[src/sv/rrts_pkg.sv]
package rrts_pkg;

  localparam int SLOTS_DEF = 16;

  // commands
  localparam logic [2:0] CMD_YIELD  = 3'd0;
  localparam logic [2:0] CMD_CREATE = 3'd1;
  localparam logic [2:0] CMD_EXIT   = 3'd2;
  localparam logic [2:0] CMD_JOIN   = 3'd3;
  localparam logic [2:0] CMD_QUERY  = 3'd4;

  // result status
  localparam logic [2:0] STS_OK           = 3'd0;
  localparam logic [2:0] STS_NO_FREE      = 3'd1;
  localparam logic [2:0] STS_BAD_TARGET   = 3'd2;
  localparam logic [2:0] STS_ROOT_EXIT    = 3'd3;
  localparam logic [2:0] STS_NONE_READY   = 3'd4;
  localparam logic [2:0] STS_JOIN_PENDING = 3'd5;
  localparam logic [2:0] STS_JOIN_NEVER   = 3'd6;

  // slot states
  localparam logic [1:0] ST_FREE  = 2'd0;
  localparam logic [1:0] ST_READY = 2'd1;
  localparam logic [1:0] ST_DEAD  = 2'd2;

  // configuration register indexes
  localparam logic [2:0] CFG_STACK_DEFAULT = 3'd0;
  localparam logic [2:0] CFG_STACK_MIN     = 3'd1;
  localparam logic [2:0] CFG_STACK_MAX     = 3'd2;
  localparam logic [2:0] CFG_HOG_LIMIT     = 3'd3;
  localparam logic [2:0] CFG_HOG_REPORTS   = 3'd4;

  localparam logic [31:0] STACK_ROUND = 32'd15;
  localparam logic [20:0] GRANT_SAT   = 21'h1FFFF0;

  typedef struct packed {
    logic [20:0] stack_default;
    logic [20:0] stack_min;
    logic [20:0] stack_max;
    logic [31:0] hog_limit;
    logic [7:0]  hog_report_limit;
  } cfg_t;

  localparam cfg_t CFG_RESET = '{
    stack_default:    21'd8192,
    stack_min:        21'd4096,
    stack_max:        21'd65536,
    hog_limit:        32'd1000,
    hog_report_limit: 8'd8
  };

  typedef struct packed {
    logic        sub;
    logic [31:0] a;
    logic [31:0] b;
  } alu_req_t;

  typedef struct packed {
    logic [31:0] sum;
    logic        carry;
  } alu_rsp_t;

  typedef struct packed {
    logic        we_state;
    logic        we_resume;
    logic        we_start;
    logic [1:0]  state;
    logic [31:0] resume;
    logic [31:0] start;
  } tbl_wr_t;

  typedef struct packed {
    logic [1:0]  state;
    logic [31:0] resume;
    logic [31:0] start;
  } tbl_rd_t;

endpackage

[src/sv/rrts_alu.sv]
module rrts_alu (
  input  rrts_pkg::alu_req_t req,
  output rrts_pkg::alu_rsp_t rsp
);
  import rrts_pkg::*;

  logic [32:0] total;

  // Subtract as a + ~b + 1; carry out then means a >= b.
  assign total = {1'b0, req.a} + {1'b0, (req.sub ? ~req.b : req.b)} + {32'd0, req.sub};
  assign rsp.sum   = total[31:0];
  assign rsp.carry = total[32];

endmodule

[src/sv/rrts_table.sv]
module rrts_table #(
  parameter int SLOTS = rrts_pkg::SLOTS_DEF
) (
  input  logic                       clk,
  input  logic                       rst,
  input  logic [$clog2(SLOTS)-1:0]   raddr,
  input  logic [$clog2(SLOTS)-1:0]   waddr,
  input  rrts_pkg::tbl_wr_t          wr,
  output rrts_pkg::tbl_rd_t          rd
);
  import rrts_pkg::*;

  logic [1:0]  mem_state  [SLOTS];
  logic [31:0] mem_resume [SLOTS];
  logic [31:0] mem_start  [SLOTS];

  logic [SLOTS-1:0] vld_state;
  logic [SLOTS-1:0] vld_resume;
  logic [SLOTS-1:0] vld_start;

  logic [1:0]  q_state;
  logic [31:0] q_resume;
  logic [31:0] q_start;
  logic        q_vld_state;
  logic        q_vld_resume;
  logic        q_vld_start;
  logic        q_root;

  always_ff @(posedge clk) begin
    if (wr.we_state) begin
      mem_state[waddr] <= wr.state;
    end
    if (wr.we_resume) begin
      mem_resume[waddr] <= wr.resume;
    end
    if (wr.we_start) begin
      mem_start[waddr] <= wr.start;
    end
  end

  always_ff @(posedge clk) begin
    q_state  <= mem_state[raddr];
    q_resume <= mem_resume[raddr];
    q_start  <= mem_start[raddr];
  end

  // An entry never written reads as its reset value.
  always_ff @(posedge clk) begin
    if (rst) begin
      vld_state    <= '0;
      vld_resume   <= '0;
      vld_start    <= '0;
      q_vld_state  <= 1'b0;
      q_vld_resume <= 1'b0;
      q_vld_start  <= 1'b0;
      q_root       <= 1'b0;
    end else begin
      if (wr.we_state) begin
        vld_state[waddr] <= 1'b1;
      end
      if (wr.we_resume) begin
        vld_resume[waddr] <= 1'b1;
      end
      if (wr.we_start) begin
        vld_start[waddr] <= 1'b1;
      end
      q_vld_state  <= vld_state[raddr];
      q_vld_resume <= vld_resume[raddr];
      q_vld_start  <= vld_start[raddr];
      q_root       <= (raddr == '0);
    end
  end

  always_comb begin
    rd.state  = q_vld_state ? q_state : (q_root ? ST_READY : ST_FREE);
    rd.resume = q_vld_resume ? q_resume : (q_root ? 32'd1 : 32'd0);
    rd.start  = q_vld_start ? q_start : 32'd0;
  end

endmodule

[src/sv/rrts_seq.sv]
module rrts_seq #(
  parameter int SLOTS = rrts_pkg::SLOTS_DEF
) (
  input  logic                     clk,
  input  logic                     rst,
  input  logic                     in_valid,
  output logic                     in_ready,
  input  logic [2:0]               command,
  input  logic [3:0]               target_slot,
  input  logic [20:0]              stack_request,
  input  logic [31:0]              now_ms,
  output logic                     out_valid,
  input  logic                     out_ready,
  output logic [2:0]               status,
  output logic [3:0]               running_slot,
  output logic                     switched,
  output logic [3:0]               result_slot,
  output logic [20:0]              granted_stack,
  output logic                     hog_flag,
  output logic [31:0]              held_ms,
  output logic [1:0]               target_state,
  output logic [31:0]              target_resumes,
  output logic [4:0]               ready_count,
  output logic [31:0]              total_switches,
  input  rrts_pkg::cfg_t           cfg,
  output rrts_pkg::alu_req_t       alu_req,
  input  rrts_pkg::alu_rsp_t       alu_rsp,
  output logic [$clog2(SLOTS)-1:0] raddr,
  output logic [$clog2(SLOTS)-1:0] waddr,
  output rrts_pkg::tbl_wr_t        wr,
  input  rrts_pkg::tbl_rd_t        rd
);
  import rrts_pkg::*;

  localparam int SLOT_W = $clog2(SLOTS);
  localparam int RCNT_W = $clog2(SLOTS + 1);
  localparam logic [SLOT_W-1:0] LAST = SLOT_W'(SLOTS - 1);

  typedef enum logic [14:0] {
    S_IDLE  = 15'h0001,
    S_YRD   = 15'h0002,
    S_YSPAN = 15'h0004,
    S_YHOG  = 15'h0008,
    S_SCAN  = 15'h0010,
    S_POST  = 15'h0020,
    S_SWRD  = 15'h0040,
    S_SWRES = 15'h0080,
    S_SWTOT = 15'h0100,
    S_JCHK  = 15'h0200,
    S_QCHK  = 15'h0400,
    S_CMIN  = 15'h0800,
    S_CMAX  = 15'h1000,
    S_CRND  = 15'h2000,
    S_DONE  = 15'h4000
  } state_t;

  state_t state;

  // latched command
  logic [2:0]  op;
  logic [3:0]  tgt;
  logic [31:0] tstamp;
  logic [20:0] stack;

  // scheduler state
  logic [SLOT_W-1:0] cur;
  logic [31:0]       sw_total;
  logic [7:0]        hog_reports;
  logic [RCNT_W-1:0] ready_cnt;

  // yield and scan work registers
  logic [31:0]       span;
  logic              start_nz;
  logic [SLOT_W-1:0] ptr;
  logic [SLOT_W-1:0] cnt;
  logic              pend;
  logic [SLOT_W-1:0] pend_ptr;
  logic [1:0]        want;
  logic              found;
  logic [SLOT_W-1:0] fslot;

  // result under construction
  logic [2:0]  res_status;
  logic        res_switched;
  logic [3:0]  res_rslot;
  logic [20:0] res_granted;
  logic        res_hog;
  logic [31:0] res_held;
  logic [1:0]  res_tstate;
  logic [31:0] res_tres;

  logic [SLOT_W-1:0] tslot;
  logic              hit;
  logic              tgt_oob;
  logic              resume_sat;

  function automatic logic [SLOT_W-1:0] step(input logic [SLOT_W-1:0] p);
    return (p == LAST) ? '0 : p + 1'b1;
  endfunction

  assign tslot      = SLOT_W'(tgt);
  assign hit        = pend && (rd.state == want);
  assign tgt_oob    = (32'(target_slot) >= 32'(SLOTS));
  assign resume_sat = alu_rsp.carry;
  assign in_ready   = (state == S_IDLE);

  always_comb begin
    raddr        = cur;
    waddr        = cur;
    wr.we_state  = 1'b0;
    wr.we_resume = 1'b0;
    wr.we_start  = 1'b0;
    wr.state     = ST_FREE;
    wr.resume    = 32'd0;
    wr.start     = tstamp;
    alu_req.sub  = 1'b0;
    alu_req.a    = 32'd0;
    alu_req.b    = 32'd0;
    unique case (state)
      S_IDLE: begin
        raddr = (command == CMD_YIELD) ? cur : SLOT_W'(target_slot);
      end
      S_YSPAN: begin
        alu_req.sub = 1'b1;
        alu_req.a   = tstamp;
        alu_req.b   = rd.start;
      end
      S_YHOG: begin
        alu_req.sub = 1'b1;
        alu_req.a   = span;
        alu_req.b   = cfg.hog_limit;
      end
      S_SCAN: begin
        raddr = ptr;
      end
      S_POST: begin
        unique case (op)
          CMD_CREATE: begin
            waddr        = fslot;
            wr.we_state  = found;
            wr.we_resume = found;
            wr.we_start  = found;
            wr.state     = ST_READY;
            wr.start     = 32'd0;
          end
          CMD_EXIT: begin
            wr.we_state = found;
            wr.state    = ST_DEAD;
          end
          default: begin
            // lone ready thread: restart its timer
            wr.we_start = !found;
          end
        endcase
      end
      S_SWRD: begin
        raddr = fslot;
      end
      S_SWRES: begin
        alu_req.a    = rd.resume;
        alu_req.b    = 32'd1;
        waddr        = fslot;
        wr.we_resume = 1'b1;
        wr.we_start  = 1'b1;
        wr.resume    = resume_sat ? rd.resume : alu_rsp.sum;
      end
      S_SWTOT: begin
        alu_req.a = sw_total;
        alu_req.b = 32'd1;
      end
      S_JCHK: begin
        waddr       = tslot;
        wr.we_state = (rd.state == ST_DEAD) && (tslot != cur);
        wr.state    = ST_FREE;
      end
      S_CMIN: begin
        alu_req.sub = 1'b1;
        alu_req.a   = {11'd0, stack};
        alu_req.b   = {11'd0, cfg.stack_min};
      end
      S_CMAX: begin
        alu_req.sub = 1'b1;
        alu_req.a   = {11'd0, cfg.stack_max};
        alu_req.b   = {11'd0, stack};
      end
      S_CRND: begin
        alu_req.a = {11'd0, stack};
        alu_req.b = STACK_ROUND;
      end
      default: begin
      end
    endcase
  end

  always_ff @(posedge clk) begin
    if (rst) begin
      state       <= S_IDLE;
      cur         <= '0;
      sw_total    <= 32'd0;
      hog_reports <= 8'd0;
      ready_cnt   <= RCNT_W'(1);
      out_valid   <= 1'b0;
      pend        <= 1'b0;
    end else begin
      // a result loaded in S_DONE takes over the output register instead
      if (out_valid && out_ready && (state != S_DONE)) begin
        out_valid <= 1'b0;
      end
      unique case (state)
        S_IDLE: begin
          if (in_valid) begin
            op           <= command;
            tgt          <= target_slot;
            tstamp       <= now_ms;
            stack        <= (stack_request == 21'd0) ? cfg.stack_default : stack_request;
            res_status   <= STS_OK;
            res_switched <= 1'b0;
            res_rslot    <= target_slot;
            res_granted  <= 21'd0;
            res_hog      <= 1'b0;
            res_held     <= 32'd0;
            res_tstate   <= ST_FREE;
            res_tres     <= 32'd0;
            case (command)
              CMD_YIELD:  state <= S_YSPAN;
              CMD_CREATE: state <= S_CMIN;
              CMD_EXIT: begin
                if (cur == '0) begin
                  res_status <= STS_ROOT_EXIT;
                  state      <= S_DONE;
                end else begin
                  ptr   <= step(cur);
                  cnt   <= '0;
                  pend  <= 1'b0;
                  want  <= ST_READY;
                  state <= S_SCAN;
                end
              end
              CMD_JOIN, CMD_QUERY: begin
                if (tgt_oob) begin
                  res_status <= STS_BAD_TARGET;
                  state      <= S_DONE;
                end else begin
                  state <= (command == CMD_JOIN) ? S_JCHK : S_QCHK;
                end
              end
              default: state <= S_DONE;
            endcase
          end
        end
        S_YRD: state <= S_YSPAN;
        S_YSPAN: begin
          span     <= alu_rsp.sum;
          start_nz <= (rd.start != 32'd0);
          state    <= S_YHOG;
        end
        S_YHOG: begin
          if (start_nz && (hog_reports < cfg.hog_report_limit) && alu_rsp.carry &&
              (ready_cnt >= RCNT_W'(2))) begin
            hog_reports <= hog_reports + 8'd1;
            res_hog     <= 1'b1;
            res_held    <= span;
          end
          ptr   <= step(cur);
          cnt   <= '0;
          pend  <= 1'b0;
          want  <= ST_READY;
          state <= S_SCAN;
        end
        S_SCAN: begin
          // one read issued per cycle, its data checked the cycle after
          if (hit) begin
            found <= 1'b1;
            fslot <= pend_ptr;
            pend  <= 1'b0;
            state <= S_POST;
          end else if (cnt == LAST) begin
            pend <= 1'b0;
            if (!pend) begin
              found <= 1'b0;
              state <= S_POST;
            end
          end else begin
            pend     <= 1'b1;
            pend_ptr <= ptr;
            ptr      <= step(ptr);
            cnt      <= cnt + 1'b1;
          end
        end
        S_POST: begin
          unique case (op)
            CMD_CREATE: begin
              if (found) begin
                ready_cnt   <= ready_cnt + 1'b1;
                res_rslot   <= 4'(fslot);
                res_granted <= stack;
              end else begin
                res_status <= STS_NO_FREE;
                res_rslot  <= 4'd0;
              end
              state <= S_DONE;
            end
            CMD_EXIT: begin
              if (found) begin
                ready_cnt <= ready_cnt - 1'b1;
                state     <= S_SWRD;
              end else begin
                res_status <= STS_NONE_READY;
                state      <= S_DONE;
              end
            end
            default: begin
              state <= found ? S_SWRD : S_DONE;
            end
          endcase
        end
        S_SWRD: state <= S_SWRES;
        S_SWRES: begin
          cur          <= fslot;
          res_switched <= 1'b1;
          state        <= S_SWTOT;
        end
        S_SWTOT: begin
          if (!alu_rsp.carry) begin
            sw_total <= alu_rsp.sum;
          end
          state <= S_DONE;
        end
        S_JCHK: begin
          if ((rd.state == ST_FREE) || (tslot == cur)) begin
            res_status <= STS_BAD_TARGET;
            state      <= S_DONE;
          end else if (rd.state == ST_DEAD) begin
            state <= S_DONE;
          end else if (ready_cnt < RCNT_W'(2)) begin
            res_status <= STS_JOIN_NEVER;
            state      <= S_DONE;
          end else begin
            res_status <= STS_JOIN_PENDING;
            state      <= S_YRD;
          end
        end
        S_QCHK: begin
          res_tstate <= rd.state;
          res_tres   <= (rd.state == ST_FREE) ? 32'd0 : rd.resume;
          state      <= S_DONE;
        end
        S_CMIN: begin
          if (!alu_rsp.carry) begin
            stack <= cfg.stack_min;
          end
          state <= S_CMAX;
        end
        S_CMAX: begin
          if (!alu_rsp.carry) begin
            stack <= cfg.stack_max;
          end
          state <= S_CRND;
        end
        S_CRND: begin
          stack <= alu_rsp.sum[21] ? GRANT_SAT : {alu_rsp.sum[20:4], 4'd0};
          ptr   <= SLOT_W'(1);
          cnt   <= '0;
          pend  <= 1'b0;
          want  <= ST_FREE;
          state <= S_SCAN;
        end
        S_DONE: begin
          // hold until the output register is free
          if (!out_valid || out_ready) begin
            out_valid      <= 1'b1;
            status         <= res_status;
            running_slot   <= 4'(cur);
            switched       <= res_switched;
            result_slot    <= res_rslot;
            granted_stack  <= res_granted;
            hog_flag       <= res_hog;
            held_ms        <= res_held;
            target_state   <= res_tstate;
            target_resumes <= res_tres;
            ready_count    <= 5'(ready_cnt);
            total_switches <= sw_total;
            state          <= S_IDLE;
          end
        end
        default: state <= S_IDLE;
      endcase
    end
  end

endmodule

[src/sv/round_robin_thread_slot_scheduler_top.sv]
// Channel   Signals                                      Direction
// in        in_valid/in_ready, command..now_ms           command item into the block
// out       out_valid/out_ready, status..total_switches  one result item per command
// cfg       cfg_valid/cfg_ready, cfg_index, cfg_data     register write, always ready
//
// One command at a time. Root exit, an out-of-range target or an ignored command goes
// straight to its result, a query reads one table entry first. Yield, exit, pending join and
// create walk the slot table one slot per cycle through its single read port; the longest is
// a pending join that switches.
// A finished result waits in the output register; the next command is accepted meanwhile,
// and its result holds in the last cycle until the register is free.
// Reset restores register defaults and the slot table's reset contents at once, no sweep.
module round_robin_thread_slot_scheduler_top #(
  parameter int SLOTS = rrts_pkg::SLOTS_DEF
) (
  input  logic        clk,
  input  logic        rst,
  input  logic        in_valid,
  output logic        in_ready,
  input  logic [2:0]  command,
  input  logic [3:0]  target_slot,
  input  logic [20:0] stack_request,
  input  logic [31:0] now_ms,
  output logic        out_valid,
  input  logic        out_ready,
  output logic [2:0]  status,
  output logic [3:0]  running_slot,
  output logic        switched,
  output logic [3:0]  result_slot,
  output logic [20:0] granted_stack,
  output logic        hog_flag,
  output logic [31:0] held_ms,
  output logic [1:0]  target_state,
  output logic [31:0] target_resumes,
  output logic [4:0]  ready_count,
  output logic [31:0] total_switches,
  input  logic        cfg_valid,
  output logic        cfg_ready,
  input  logic [2:0]  cfg_index,
  input  logic [31:0] cfg_data
);
  import rrts_pkg::*;

  localparam int SLOT_W = $clog2(SLOTS);

  cfg_t              cfg;
  alu_req_t          alu_req;
  alu_rsp_t          alu_rsp;
  tbl_wr_t           wr;
  tbl_rd_t           rd;
  logic [SLOT_W-1:0] raddr;
  logic [SLOT_W-1:0] waddr;

  assign cfg_ready = 1'b1;

  always_ff @(posedge clk) begin
    if (rst) begin
      cfg <= CFG_RESET;
    end else if (cfg_valid && cfg_ready) begin
      unique case (cfg_index)
        CFG_STACK_DEFAULT: cfg.stack_default    <= cfg_data[20:0];
        CFG_STACK_MIN:     cfg.stack_min        <= cfg_data[20:0];
        CFG_STACK_MAX:     cfg.stack_max        <= cfg_data[20:0];
        CFG_HOG_LIMIT:     cfg.hog_limit        <= cfg_data;
        CFG_HOG_REPORTS:   cfg.hog_report_limit <= cfg_data[7:0];
        default: begin
        end
      endcase
    end
  end

  rrts_alu u_alu (
    .req (alu_req),
    .rsp (alu_rsp)
  );

  rrts_table #(.SLOTS(SLOTS)) u_table (
    .clk   (clk),
    .rst   (rst),
    .raddr (raddr),
    .waddr (waddr),
    .wr    (wr),
    .rd    (rd)
  );

  rrts_seq #(.SLOTS(SLOTS)) u_seq (
    .clk            (clk),
    .rst            (rst),
    .in_valid       (in_valid),
    .in_ready       (in_ready),
    .command        (command),
    .target_slot    (target_slot),
    .stack_request  (stack_request),
    .now_ms         (now_ms),
    .out_valid      (out_valid),
    .out_ready      (out_ready),
    .status         (status),
    .running_slot   (running_slot),
    .switched       (switched),
    .result_slot    (result_slot),
    .granted_stack  (granted_stack),
    .hog_flag       (hog_flag),
    .held_ms        (held_ms),
    .target_state   (target_state),
    .target_resumes (target_resumes),
    .ready_count    (ready_count),
    .total_switches (total_switches),
    .cfg            (cfg),
    .alu_req        (alu_req),
    .alu_rsp        (alu_rsp),
    .raddr          (raddr),
    .waddr          (waddr),
    .wr             (wr),
    .rd             (rd)
  );

endmodule

[config.mk]
export PLATFORM = sky130hd
export DESIGN_NAME = round_robin_thread_slot_scheduler_top
export DESIGN_NICKNAME = d
export VERILOG_FILES = /design/src/sv/rrts_pkg.sv /design/src/sv/rrts_alu.sv /design/src/sv/rrts_table.sv /design/src/sv/rrts_seq.sv /design/src/sv/round_robin_thread_slot_scheduler_top.sv
export SDC_FILE = /design/constraint.sdc
export NUM_CORES = 2
export LEC_CHECK = 0
export ABC_AREA = 1
export CAP_MARGIN = 15
export CORE_MARGIN = 2
export CORE_UTILIZATION = 30
export CTS_CLUSTER_DIAMETER = 200
export DETAILED_ROUTE_END_ITERATION = 16
export DONT_BUFFER_PORTS = 1
export GPL_TIMING_DRIVEN = 1
export SYNTH_ARGS = -nofsm -noshare
export SYNTH_HDL_FRONTEND = slang
export SYNTH_SLANG_ARGS = --single-unit
[constraint.sdc]
create_clock -name clk -period 18.36 [get_ports clk]
set_input_delay 0.918 -clock clk [delete_from_list [all_inputs] [get_ports clk]]
set_output_delay 0.918 -clock clk [all_outputs]
set_load 0.005 [all_outputs]
======== Word-level counts from Yosys, hierarchy flattened ========
Memory sizes are Yosys's and may differ from the RTL's. A register that Yosys moved wholly into a read port is not among the register bits.
Index checks and enable logic that the tools add are counted.
word-level totals
  bits of input ports ..................... 100
  output and inout bits ................... 140
  logic and storage cells ................. 307
  bits in writable memories ............... 1,056
  memories kept ........................... 3
  bits in registers ....................... 566
memory list
  memory              depth  width  rd ports  clocked after memory_dff  wr ports  RTL line          text
  u_table.mem_resume  16     32     1         1                         1         rrts_table.sv:14  logic [31:0] mem_resume [SLOTS];
  u_table.mem_start   16     32     1         1                         1         rrts_table.sv:15  logic [31:0] mem_start [SLOTS];
  u_table.mem_state   16     2      1         1                         1         rrts_table.sv:13  logic [1:0] mem_state [SLOTS];
cells by class
  reduce and logical (&&, ||, !) cells .... 61
  bitwise operators ....................... 8
  $add $sub $neg .......................... 8
  eq/ne operators ......................... 53
  mux-type cells .......................... 118
  $lt $le $gt $ge ......................... 6
operator list
  kind                                           number
  64-bit one-hot mux with 7 select lines         1
  32-bit 2-to-1 mux                              10
  15-bit one-hot mux with 13 select lines        1
  21-bit 2-to-1 mux                              8
  15-bit 2-to-1 mux                              11
  32-bit one-hot mux with 2 select lines         2
  21-bit one-hot mux with 4 select lines         1
  4-bit 2-to-1 mux                               17
  15-bit one-hot mux with 4 select lines         1
  16-bit OR                                      3
  21-bit one-hot mux with 2 select lines         1
  4-bit one-hot mux with 3 select lines          3
  32-bit by 32-bit adder with 33-bit output      1
  33-bit by 1-bit adder with 33-bit output       1
  32-bit NOT                                     1
  32-bit nonzero test                            1
  4-bit AND reduction                            7
  1-bit 2-to-1 mux                               27
  21-bit logical NOT                             1
  7-bit AND reduction                            3
  3-bit 2-to-1 mux                               6
  2-bit 2-to-1 mux                               8
  2-bit inequality test (second input constant)  8
  4-bit one-hot mux with 4 select lines          1
  other kinds (64)                               130

======== Depth between registers and ports, before layout ========
  depth in word-level cells ............... 11
  depth in mapped cells ................... 30
  mapped depth without buffers ............ 30

======== By module ========
A second synthesis with hierarchy kept.
second synthesis, totals
  cell total of the unflattened synthesis .. 6,670
  area total of the unflattened synthesis .. 70,898.0 um2
by module, submodules not included
  module                                 cells an instance  sequential area each (um2)  instances  area each (um2)
  rrts_table                             3,796              34,072.7                    1          45,855.2
  rrts_seq                               1,787              11,651.2                    1          18,336.3
  round_robin_thread_slot_scheduler_top  602                2,062.0                     1          4,126.5
  rrts_alu                               485                0.0                         1          2,580.0

======== Least setup slack after synthesis ========
Ideal clock, no wire load.
  path kind ............................... input to register
  from .................................... in rst
  to ...................................... reg u_seq.granted_stack[0] (enable)
  setup time .............................. 0.801 ns
  cell stages on the path ................. 3
  arrival ................................. 10.545 ns
  data required time ...................... 17.559 ns
  path slack .............................. 7.014 ns
  cells stage by stage .................... clkbuf_1 clkbuf_1 nor3_1
on the way
  cells in the longest elaborated chain, start to end .. 2
ends and longest elaborated chain
  item                           RTL line                                     text
  from (decl)                    round_robin_thread_slot_scheduler_top.sv:17  input logic rst,
  1-bit NOT (no line)            n/a
  3-bit AND reduction (no line)  n/a
  to (signal assigned)           rrts_seq.sv:376                              granted_stack <= res_granted;
  to (decl)                      rrts_seq.sv:18                               output logic [20:0] granted_stack,
No other way between the ends.
A chain may end at the register's enable or synchronous reset.

==> out/results.ini <==
[yosys]
synth_edf_count=1400
postSynthCellCount=6084
syn_avg_cell_area_um2=11.4
async_flop_share=0
synth-seq-cells=1687
ys.flop_type=edfxtp_1
synth_top_area_share=0.606
netlist_top_cells_area=edfxtp_1, dfxtp_1, nand2_1
ys_types=65
synth_nets=6232
synthesis.area_um2=69300
ys_seq_area_frac=0.689
synth_largest_area_cell=edfxtp_1
ys_warn_count=0

[status]
status=finished, final reports clean

[final_layout]
area_growth_pct=12.4
drive_above_1_share=0.0941
nets=6161
fillCellCount=22600
fin_util=0.339
reg.largest.list=u_table.mem_resume (512), u_table.mem_start (512), cfg (103)

[critical_path]
cp-start-kind=flip-flop
worst-path-max-fanout=55
cpMostUsedCell=nand2_1
ff2ff_setup_slack_ns=10.77
reg2reg_to=u_table.mem_resume[1][8]$_DFFE_PP_
r2r_start=u_seq.state[10]$_SDFFE_PP0P_
cp.required_ns=18.81
slowest_stage=a21oi_1
critPathTopFamily=buffers and inverters
path_cells=nor2_2 > nand2_2 > nor2_8 > nand2_1 > clkinv_1 > buf_4 > a221oi_1 > o2111ai_1 > ha_1 > inv_1 > o21ai_0 > nand2_1 > nand2_1 > nand2_1 > nand2_1 > nand3_1 > nand2_1 > nand4_1 > nand2_2 > buf_4 > inv_1 > a21oi_1
reg2regPathDepth=22
slowest_delay_ns=1.06
crit_buf_inv=5
critPathKind=reg2reg
crit_arrival_ns=8.05
endpoint_kind=flip-flop

[floorplan]
core-area_um2=230000
dieArea_um2=235000
fp.dieW_um=485
start_util=0.302
rows=176
die_y_um=485
io-pin-count=240

[min_path]
hold_path.class=in2reg
min-delay-start=command[1]
holdPathStages=0
min_to=u_seq.op[1]$_DFFE_PP_

[placed_design]
io_buffers=0
place_congestion=0.958
dp_hpwl_um=140000

[clock_tree]
cts_tree=done
postCtsSetupBuffers=0
htree_num_levels=4
numCtsBuffers=164
root_buffer=clkbuf_16
cts_resized=0
path_clk_slew_ns=0.07
clock_sinks=1687
insertion_delay_ns=0.83
cts_hold_buf=0
clock_path_buffers=3

[routing]
detail_route.wl_per_cell_um=24.6
drtAntennaViolNets=0
finalWirelength_um=226000
vias=47600
avgViaCountPerCell=5.18
dr.first_iter.drc_count=6147
first_pass_iters=6
drcViolationCount=0

[sta]
finalSetupViolCount=0
fmax_mhz=132
worstMarginPinSlew_ns=1.19
drv_slew=0
skew_ns=0.0375
fin_crit_ns=7.59
hold_viol=0
whs_ns=0.178
fin_crit_sh=0.414
rsz0062_at_grt=false
setup_total_negative_slack_ns=0
slew_headroom=0.201

[run]
maxCapViolations=0

[grt]
first_global_vias=44300
grt_use_total=0.186
grt-ovfl-total=0
grt_max_degree=213
antenna_found_initial=24
grt_pass1_wl_um=321000

[power_and_ir_drop]
powerDensity_nw_per_um2=151
vdd_ir_drop_max_mv=0.267
leakage_nw=27.1

synth_stat cells, types with 5 or more instances:
cell       instances
buf_1             15
buf_6             12
o41ai_1            6
or2_1             31
a21oi_1          280
inv_1            458
clkinv_1           6
o21ai_1           86
buf_2            122
ha_1              46
o211ai_1         247
nor3_1            39
o22ai_1           47
buf_4             29
nand4_1           28
edfxtp_1        1400
nand2_1         1088
or2_0             37
xor2_1            17
o221ai_1           9
nand3_1          310
nand3_2            6
a211oi_1          28
inv_2             28
a2111oi_0          5
nor4_1            11
dfxtp_1          287
nand2_2           20
nor2_2            11
a311oi_1          17
nor2_1           493
or2_2            115
o2111ai_1          5
o21a_1            53
o21ai_0          427
a221oi_1          39
xnor2_1           19
clkbuf_1         160
nor2_4             5
per-stage QoR:
stage                     instance area (µm²)  setup WS (ns)  total power, mW  instances
after global placement                  72400          11.19             8.35       8869
final                                   77900          10.77             11.8       9196
after detailed placement                72500          11.04             8.41       8871
after floorplan                         69300           7.01             7.26       6084
after global routing                    77900          10.30             12.3       9186
after CTS                               77900          10.95             11.8       9179
kinds of logic after synthesis:
| kind of cell | count (synthesis) | share of synthesized area |
|---|---|---|
| adder cells (fa/ha/maj) | 48 | 0.00888 |
| flip-flops | 1687 | 0.689 |
| AND/OR/NAND/NOR | 2207 | 0.137 |
| AO/OA/AOI/OAI | 1273 | 0.110 |
| XOR/XNOR | 36 | 0.00455 |
| other | 1 | 0.0000541 |
| buffers and inverters | 832 | 0.0502 |
metal layers:
metal,track usage,vias to the layer above,routed length (µm)
met4,0.0741,10,8870
met3,0.0377,432,19800
met1,0.247,23600,92400
met5,0,-,73
met2,0.298,2336,105000
li1,-,21300,-
placed cells by master (no fill, tap or decap), types with 15 or more instances in the layout:
cell       Yosys  final
a211oi_1      28     21
a21oi_1      280    278
a221oi_1      39     38
a311oi_1      17     17
buf_4         29     98
clkbuf_1     160     46
clkbuf_16      0    166
clkinv_1       6     31
clkinv_2       0     26
dfxtp_1      287    287
diode_2        0     15
edfxtp_1    1400   1400
ha_1          46     46
inv_1        458    433
inv_2         28     50
nand2_1     1088   1086
nand2_2       20     20
nand3_1      310    310
nand4_1       28     28
nor2_1       493    489
nor3_1        39     37
o211ai_1     247    247
o21a_1        53     52
o21ai_0      427    427
o21ai_1       86     86
o22ai_1       47     47
or2_0         37     37
or2_1         31     31
or2_2        115    115
xnor2_1       19     19
xor2_1        17     17
power by group:
part / switching, mW / internal, mW
registers: 0.149 / 4.42
clock network: 1.47 / 1.92
logic: 2.81 / 1.00
worst reg2reg max path, stage by stage, from the launching register on:
cell and delay, ns:
dfxtp_1 0.38, nor2_2 0.07, nand2_2 0.14, nor2_8 0.09, nand2_1 0.63, clkinv_1 0.84, buf_4 0.51, a221oi_1 0.30
o2111ai_1 0.18, ha_1 0.40, inv_1 0.07, o21ai_0 0.29, nand2_1 0.08, nand2_1 0.11, nand2_1 0.06, nand2_1 0.13
nand3_1 0.09, nand2_1 0.21, nand4_1 0.14, nand2_2 0.08, buf_4 0.66, inv_1 0.69, a21oi_1 1.07
worst max path at each step:
stage                                       startpoint                                    to  depth (start not counted)
after floorplan                                    rst      u_seq.granted_stack[0]$_DFFE_PP_                          3
after global placement    u_seq.state[12]$_SDFFE_PP0P_  u_table.mem_resume[12][14]$_DFFE_PP_                         22
after detailed placement  u_seq.state[10]$_SDFFE_PP0P_   u_table.mem_resume[5][14]$_DFFE_PP_                         22
after CTS                 u_seq.state[10]$_SDFFE_PP0P_   u_table.mem_resume[1][14]$_DFFE_PP_                         22
after global routing      u_seq.state[10]$_SDFFE_PP0P_   u_table.mem_resume[6][25]$_DFFE_PP_                         22
final                     u_seq.state[10]$_SDFFE_PP0P_    u_table.mem_resume[1][8]$_DFFE_PP_                         22
layout make-up:
cell class	count	area, µm²	share of cell area
sequential	1687	47800	0.613
multi-input combinational	3565	18200	0.234
clock buffer	225	4510	0.0578
tap	3026	3790	0.0486
inverter	493	1860	0.0239
clock inverter	83	895	0.0115
timing repair buffer	102	807	0.0104
antenna	15	37.5	0.000482
No activity file was read; power rests on OpenSTA's default activity.
